[src/sv/pcs_pkg.sv]
// Types, constants and codes shared by the contrast stretch block.
`timescale 1ns / 1ps

package pcs_pkg;

  localparam int unsigned SAMPLE_W   = 32;
  localparam int unsigned INDEX_W    = 12;
  localparam int unsigned GREY_W     = 8;
  localparam int unsigned BOUND_W    = 17;
  localparam int unsigned STATUS_W   = 3;
  localparam int unsigned PCT_W      = 14;
  localparam int unsigned LEVEL_W    = 16;
  localparam int unsigned MODE_W     = 2;
  localparam int unsigned CFG_ADDR_W = 3;
  localparam int unsigned CFG_DATA_W = 16;

  localparam int unsigned PCT_SCALE   = 10000;
  localparam int unsigned GREY_MAX    = 255;
  localparam int unsigned GREY_STEPS  = 8;

  localparam logic KIND_LOAD = 1'b0;
  localparam logic KIND_READ = 1'b1;

  localparam logic [STATUS_W-1:0] ST_GREY      = 3'd0;
  localparam logic [STATUS_W-1:0] ST_LOAD_DONE = 3'd1;
  localparam logic [STATUS_W-1:0] ST_NOT_READY = 3'd2;
  localparam logic [STATUS_W-1:0] ST_BAD_INDEX = 3'd3;
  localparam logic [STATUS_W-1:0] ST_FULL      = 3'd4;

  localparam logic [MODE_W-1:0] MODE_FULL    = 2'd0;
  localparam logic [MODE_W-1:0] MODE_FIXED   = 2'd1;
  localparam logic [MODE_W-1:0] MODE_PERCENT = 2'd2;

  localparam logic [CFG_ADDR_W-1:0] CFG_SCALE_MODE   = 3'd0;
  localparam logic [CFG_ADDR_W-1:0] CFG_LOW_LEVEL    = 3'd1;
  localparam logic [CFG_ADDR_W-1:0] CFG_HIGH_LEVEL   = 3'd2;
  localparam logic [CFG_ADDR_W-1:0] CFG_LOW_PERCENT  = 3'd3;
  localparam logic [CFG_ADDR_W-1:0] CFG_HIGH_PERCENT = 3'd4;

  typedef struct packed {
    logic                       kind;
    logic signed [SAMPLE_W-1:0] sample;
    logic                       last;
    logic [INDEX_W-1:0]         index;
  } pcs_in_t;

  typedef struct packed {
    logic [GREY_W-1:0]   grey;
    logic [BOUND_W-1:0]  low_bound;
    logic [BOUND_W-1:0]  high_bound;
    logic [STATUS_W-1:0] status;
  } pcs_out_t;

  typedef struct packed {
    logic [CFG_ADDR_W-1:0] addr;
    logic [CFG_DATA_W-1:0] wdata;
  } pcs_cfg_t;

  typedef struct packed {
    logic accept;
    logic load_bounds;
    logic clr_step;
    logic pix_rd_item;
    logic mul_norm;
    logic div_norm;
    logic hist_inc;
    logic walk_init;
    logic walk_rd;
    logic walk_acc;
    logic walk_lo_done;
    logic walk_hi_done;
    logic grey_prep;
    logic div_grey;
    logic resp;
  } pcs_cmd_t;

  typedef struct packed {
    logic kind;
    logic last;
    logic full;
    logic ready;
    logic index_bad;
    logic pct_mode;
    logic clr_last;
    logic pix_last;
    logic div_busy;
    logic walk_go;
    logic out_free;
  } pcs_sts_t;

  typedef enum logic [4:0] {
    S_IDLE,
    S_DISPATCH,
    S_CLEAR,
    S_H_RD,
    S_H_MUL,
    S_H_DST,
    S_H_DWT,
    S_H_HRD,
    S_H_INC,
    S_W_INIT,
    S_W_CHK_LO,
    S_W_ACC_LO,
    S_W_CHK_HI,
    S_W_ACC_HI,
    S_R_RD,
    S_R_MUL,
    S_R_DST,
    S_R_DWT,
    S_G_PREP,
    S_G_DST,
    S_G_DWT,
    S_RESP
  } pcs_state_e;

endpackage

[src/sv/pcs_ctrl.sv]
// Controller state machine sequencing the datapath.
`timescale 1ns / 1ps

module pcs_ctrl (
  input  logic              clk_i,
  input  logic              rst_ni,
  input  logic              in_valid_i,
  output logic              in_ready_o,
  input  pcs_pkg::pcs_sts_t sts_i,
  output pcs_pkg::pcs_cmd_t cmd_o
);

  pcs_pkg::pcs_state_e state_q, state_d;

  always_ff @(posedge clk_i or negedge rst_ni) begin
    if (!rst_ni) begin
      state_q <= pcs_pkg::S_IDLE;
    end else begin
      state_q <= state_d;
    end
  end

  always_comb begin
    state_d    = state_q;
    cmd_o      = '0;
    in_ready_o = 1'b0;
    unique case (state_q)
      pcs_pkg::S_IDLE: begin
        in_ready_o = 1'b1;
        if (in_valid_i) begin
          cmd_o.accept = 1'b1;
          state_d      = pcs_pkg::S_DISPATCH;
        end
      end
      pcs_pkg::S_DISPATCH: begin
        if (sts_i.kind == pcs_pkg::KIND_LOAD) begin
          if (sts_i.last) begin
            if (sts_i.pct_mode) begin
              state_d = pcs_pkg::S_CLEAR;
            end else begin
              cmd_o.load_bounds = 1'b1;
              state_d           = pcs_pkg::S_RESP;
            end
          end else begin
            state_d = sts_i.full ? pcs_pkg::S_RESP : pcs_pkg::S_IDLE;
          end
        end else if (!sts_i.ready || sts_i.index_bad) begin
          state_d = pcs_pkg::S_RESP;
        end else begin
          state_d = pcs_pkg::S_R_RD;
        end
      end
      pcs_pkg::S_CLEAR: begin
        cmd_o.clr_step = 1'b1;
        if (sts_i.clr_last) begin
          state_d = pcs_pkg::S_H_RD;
        end
      end
      pcs_pkg::S_H_RD:  state_d = pcs_pkg::S_H_MUL;
      pcs_pkg::S_H_MUL: begin
        cmd_o.mul_norm = 1'b1;
        state_d        = pcs_pkg::S_H_DST;
      end
      pcs_pkg::S_H_DST: begin
        cmd_o.div_norm = 1'b1;
        state_d        = pcs_pkg::S_H_DWT;
      end
      pcs_pkg::S_H_DWT: begin
        if (!sts_i.div_busy) begin
          state_d = pcs_pkg::S_H_HRD;
        end
      end
      pcs_pkg::S_H_HRD: state_d = pcs_pkg::S_H_INC;
      pcs_pkg::S_H_INC: begin
        cmd_o.hist_inc = 1'b1;
        state_d        = sts_i.pix_last ? pcs_pkg::S_W_INIT : pcs_pkg::S_H_RD;
      end
      pcs_pkg::S_W_INIT: begin
        cmd_o.walk_init = 1'b1;
        state_d         = pcs_pkg::S_W_CHK_LO;
      end
      pcs_pkg::S_W_CHK_LO: begin
        if (sts_i.walk_go) begin
          cmd_o.walk_rd = 1'b1;
          state_d       = pcs_pkg::S_W_ACC_LO;
        end else begin
          cmd_o.walk_lo_done = 1'b1;
          state_d            = pcs_pkg::S_W_CHK_HI;
        end
      end
      pcs_pkg::S_W_ACC_LO: begin
        cmd_o.walk_acc = 1'b1;
        state_d        = pcs_pkg::S_W_CHK_LO;
      end
      pcs_pkg::S_W_CHK_HI: begin
        if (sts_i.walk_go) begin
          cmd_o.walk_rd = 1'b1;
          state_d       = pcs_pkg::S_W_ACC_HI;
        end else begin
          cmd_o.walk_hi_done = 1'b1;
          state_d            = pcs_pkg::S_RESP;
        end
      end
      pcs_pkg::S_W_ACC_HI: begin
        cmd_o.walk_acc = 1'b1;
        state_d        = pcs_pkg::S_W_CHK_HI;
      end
      pcs_pkg::S_R_RD: begin
        cmd_o.pix_rd_item = 1'b1;
        state_d           = pcs_pkg::S_R_MUL;
      end
      pcs_pkg::S_R_MUL: begin
        cmd_o.mul_norm = 1'b1;
        state_d        = pcs_pkg::S_R_DST;
      end
      pcs_pkg::S_R_DST: begin
        cmd_o.div_norm = 1'b1;
        state_d        = pcs_pkg::S_R_DWT;
      end
      pcs_pkg::S_R_DWT: begin
        if (!sts_i.div_busy) begin
          state_d = pcs_pkg::S_G_PREP;
        end
      end
      pcs_pkg::S_G_PREP: begin
        cmd_o.grey_prep = 1'b1;
        state_d         = pcs_pkg::S_G_DST;
      end
      pcs_pkg::S_G_DST: begin
        cmd_o.div_grey = 1'b1;
        state_d        = pcs_pkg::S_G_DWT;
      end
      pcs_pkg::S_G_DWT: begin
        if (!sts_i.div_busy) begin
          state_d = pcs_pkg::S_RESP;
        end
      end
      pcs_pkg::S_RESP: begin
        if (sts_i.out_free) begin
          cmd_o.resp = 1'b1;
          state_d    = pcs_pkg::S_IDLE;
        end
      end
      default: state_d = pcs_pkg::S_IDLE;
    endcase
  end

endmodule

[config.mk]
export PLATFORM = sky130hd
export DESIGN_NAME = pcs_ctrl
export DESIGN_NICKNAME = d
export VERILOG_FILES = /design/src/sv/pcs_pkg.sv /design/src/sv/pcs_ctrl.sv
export SDC_FILE = /design/constraint.sdc
export NUM_CORES = 1
export LEC_CHECK = 0
export BUFFER_PORTS_ARGS = -buffer_cell sky130_fd_sc_hd__buf_2
export CAP_MARGIN = 20
export CORE_ASPECT_RATIO = 1.1
export CORE_MARGIN = 1.5
export CORE_UTILIZATION = 44
export DETAILED_ROUTE_END_ITERATION = 6
export PLACE_DENSITY = 0.75
export SLEW_MARGIN = 15
export SYNTH_ARGS = -nofsm -noshare
export SYNTH_HDL_FRONTEND = slang
export SYNTH_SLANG_ARGS = --single-unit
[constraint.sdc]
create_clock -name clk_i -period 1.74 [get_ports clk_i]
set_input_delay 0 -clock clk_i [delete_from_list [all_inputs] [get_ports clk_i]]
set_output_delay 0 -clock clk_i [all_outputs]
set_load 0.05 [all_outputs]
# Yosys cells after proc, flatten, opt, wreduce, memory -nomap -nowiden
# Cells that the tools add are included.
[classes] n_eq_ne=27 mux=38 n_reduce_logical=9
[op_table] cell="one-hot mux 5 bit (21 select lines)" n=1
[op_table] cell="2-to-1 mux 5 bit" n=12
[op_table] cell="equality test 5 x 4 -> 1 bit, second input constant" n=8
[op_table] cell="equality test 5 bit, second input constant" n=6
[op_table] cell="2-to-1 mux 1 bit" n=23
[op_table] cell="equality test 5 x 3 -> 1 bit, second input constant" n=4
[op_table] cell="inequality test 2 bit, second input constant" n=6
[op_table] cell="equality test 5 x 2 -> 1 bit, second input constant" n=2
[op_table] cell="OR reduction 2 bit" n=5
[op_table] cell="AND reduction 6 bit" n=1
[op_table] cell="equality test 5 x 1 -> 1 bit, second input constant" n=1
[op_table] cell="logical NOT 5 bit" n=1
[op_table] cell="2-to-1 mux 4 bit" n=1
[op_table] cell="2-to-1 mux 3 bit" n=1
[op_table] cell="logical NOT 1 bit" n=1
[op_table] cell="logical OR 1 bit" n=1
[totals] out_inout_bits=16 in_bits=14 elab_cells=75 ff_bits=5

# Depth between registers and ports, before layout
[logic_depth] depth_word=5 depth_mapped=7 depth_no_buf=4

# Worst setup path after synthesis
# Ideal clock, no wire load.
[synth_path] kind="register to output" from="register state_q[4]" to="output port cmd_o[13] (netlist bit)" t_required_ns=1.740 stages_incl_launch_ff=5 arrival_ns=2.755 path_buffers=1 slack_ns=-1.015 path_cell_list="dfrtp_1 -> buf_6 -> or3_4 -> or2_0 -> nor4b_1"
[synth_rtl] element="start: declaration" line_no="pcs_ctrl.sv:13" rtl="pcs_pkg::pcs_state_e state_q, state_d;"
[synth_rtl] element="start signal: assignment" line_no="pcs_ctrl.sv:17" rtl="state_q <= pcs_pkg::S_IDLE;"
[synth_rtl] element="start signal: assignment" line_no="pcs_ctrl.sv:19" rtl="state_q <= state_d;"
[synth_rtl] element="end: declaration" line_no="pcs_ctrl.sv:10" rtl="output pcs_pkg::pcs_cmd_t cmd_o"

==> results.yml <==
global_routing:
  antenna_found_initial: 0
  gr-max-usage-layer: "met2"
  grt_pass1_wl_mm: 4.35
  grt_max_degree: 25
  grt-ovfl-total: 0
  grt.met1_usage: 0.366
  grt_usage: 0.259
  grt_pass1_vias: 962
  grt.met2_usage: 0.399
  grt_util_met3: 0.0112
finish:
  top_regs: "state_q (5)"
  final_layout_size_suffix_gt1_frac: 0.443
  num_antenna_cells: 0
  fillers: 156
  top_register: "state_q"
  seq_area_um2: 128
  final_common_cell: "buf_2"
  area_growth_pct: 43.7
  fin_nets: 164
  multi_input_area_um2: 691
  utilization: 0.674
  layout_common_cells: "buf_2 (24), buf_4 (14), nor2_1 (9)"
  largest_reg_flops: 5
synthesis:
  ys_ff_latch: 5
  synth.mux.area_fraction: 0.0494
  synth_warnings: 0
  syn_area_per_cell_um2: 7.46
  yosys.area_share.xor_xnor: 0.0419
  synth_edf_count: 0
  async_flop_share: 1.00
  ys.flop_type: "dfrtp_1"
  synth_compound_area_frac: 0.235
  synthAdderAreaFrac: 0.0120
  synth_top_family_by_area: "simple AND/OR/NAND/NOR gates"
  syn_inst: 112
  synth-simple-area-share: 0.400
  synth.net_count: 126
  ys_seq_area_frac: 0.150
  synth.distinct_cells: 50
  synth.cell_area_um2: 836
route:
  wirelength_mm: 2.52
  first_pass_iters: 6
  ant_nets: 0
  num_vias: 1007
  viasPerCell: 6.03
  drt_iter0_drc: 28
  wl_per_cell_um: 15.1
  drc: 2
sta:
  finalSetupViolCount: 0
  worst_slew_margin_rel: 0.755
  fmax_ghz: 0.589
  tightest_slew_ns: 0.367
  min_period_over_period: 0.976
  skew_ns: 0.00385
  tns_ns: 0
  timing.hold.ws_ns: 0.0500
  hold_viol: 0
  slew_viol_final: 0
  rsz0062_at_grt: "true"
  timing.final.crit_period_ns: 1.70
clock_network:
  clkTransAtPathRegs_ns: 0.05
  worstSkewPairLatency_ns: 0.24
  cts_tree: "yes"
  clock-root-buffer: "clkbuf_4"
  cts_num_sinks: 5
  htreeDepth: 1
  cts_buffers: 3
  clockBufferDepth: 2
worst_setup_path:
  required_ns: 1.74
  worstReg2RegEnd: "state_q[2]"
  worst-endpoint-arrival_ns: 1.70
  start_kind: "register"
  r2r_slack_ns: 0.06
  crit_path_max_fanout: 2
  r2r_cells: 4
  r2r-start: "state_q[3]"
  path_class: "reg -> out"
  crit_path_end_kind: "output pin"
die:
  row_count: 16
  io-pin-count: 30
  coreArea_um2: 1780
  fp.dieArea_um2: 2170
  start_util: 0.469
  die_h_um: 48.7
  die_w_um: 44.6
run_status:
  status: "finished with violations"
  violations: "DRC"
worst_hold_path:
  min_from: "sts_i[3]"
  holdCritPathClass: "in -> reg"
  min_to: "state_q[3]"
  min_delay_path_depth: 3
placement:
  routabilityCongestion: 0.844
  place_hpwl_mm: 1.75
  portBuffers: 29
power:
  p_sw_mw: 1.09
  vdd_drop_max_mv: 0.993
  swShare: 0.539
  pwr-share-comb: 0.818
  power_frac_clock: 0.067
  cellPowerDensity_nw_per_um2: 1690
  internal-power_uw: 935
  seqPwrFrac: 0.115
  power.total_mw: 2.03
  p_leak_nw: 0.547
flow_run:
  drv_cap: 0
==> timing repair <==
item,4_1_cts,5_1_grt
hold endpoints to repair,5,0
buffers inserted,4,0
endpoints found under the setup margin,5,8
resized for setup,6,13
hold buffers,1,0
pin swaps,1,1
==> worst max path at each step <==
stage / from / to / cells past startpoint
floorplan: state_q[4] / cmd_o[13] / 4
global placement: state_q[0] / state_q[2] / 5
detailed placement: state_q[4] / cmd_o[13] / 4
CTS: state_q[0] / cmd_o[4] / 5
global route: state_q[2] / cmd_o[13] / 4
finish: state_q[4] / cmd_o[13] / 4
==> cells by family (layout without fill, tap and decap cells) <==
| logic type | after synthesis | count (layout) |
|---|---|---|
| simple gates | 53 | 53 |
| flops | 5 | 5 |
| fa+ha+maj | 1 | 1 |
| buf+inv | 18 | 55 |
| compound gates | 27 | 27 |
| xor+xnor | 4 | 4 |
| mux | 4 | 4 |
==> cell usage after synthesis (3+ instances only) <==
master | n | area [um^2]
a21oi_1 | 5 | 25.0
a32oi_1 | 3 | 26.3
buf_2 | 5 | 25.0
clkbuf_1 | 3 | 11.3
dfrtp_1 | 5 | 125
inv_1 | 5 | 18.8
mux2i_1 | 3 | 30.0
nand2_1 | 4 | 15.0
nand2b_1 | 3 | 18.8
nand3_1 | 3 | 15.0
nor2_1 | 9 | 33.8
nor2b_1 | 5 | 31.3
nor3_1 | 6 | 30.0
nor4_1 | 3 | 18.8
o21ai_0 | 4 | 20.0
xor2_1 | 3 | 26.3
==> metal layers <==
metal  vias up  wire length (um)
met2        37              1290
met5         -                 0
met3         2               110
met4         0                16
li1        494                 -
met1       474              1100
==> worst max-delay path, stage by stage, from the launching register on <==
cell and delay, ns:
dfrtp_2 0.40, or3_4 0.39, or2_4 0.26, nor4b_4 0.22
buf_6 0.19
==> through the flow <==
stage / instances / setup slack [ns] / cell area, um^2
6_report: 167 / 0.0419 / 1200
2_1_floorplan: 112 / -0.343 / 900
4_1_cts: 167 / 0.00136 / 1160
5_1_grt: 167 / -0.0125 / 1200
3_3_place_gp: 158 / 0.0920 / 1080
3_5_place_dp: 158 / 0.0682 / 1080
==> power by group through the flow <==
stage          logic, mW  clock network (mW)  registers [mW]
2_1_floorplan       1.23                   0           0.199
3_3_place_gp        1.49                   0           0.243
3_5_place_dp        1.51                   0           0.248
4_1_cts             1.60               0.138           0.228
5_1_grt             1.80               0.150           0.237
6_report            1.66               0.135           0.234
==> cell type report <==
class,instances,area share
Timing Repair Buffer,45,0.256
Clock buffer,4,0.0219
Sequential cell,5,0.106
Tap cell,18,0.0188
Inverter,6,0.0219
Multi-Input combinational cell,89,0.575
No activity file was read; power rests on OpenSTA's default activity.
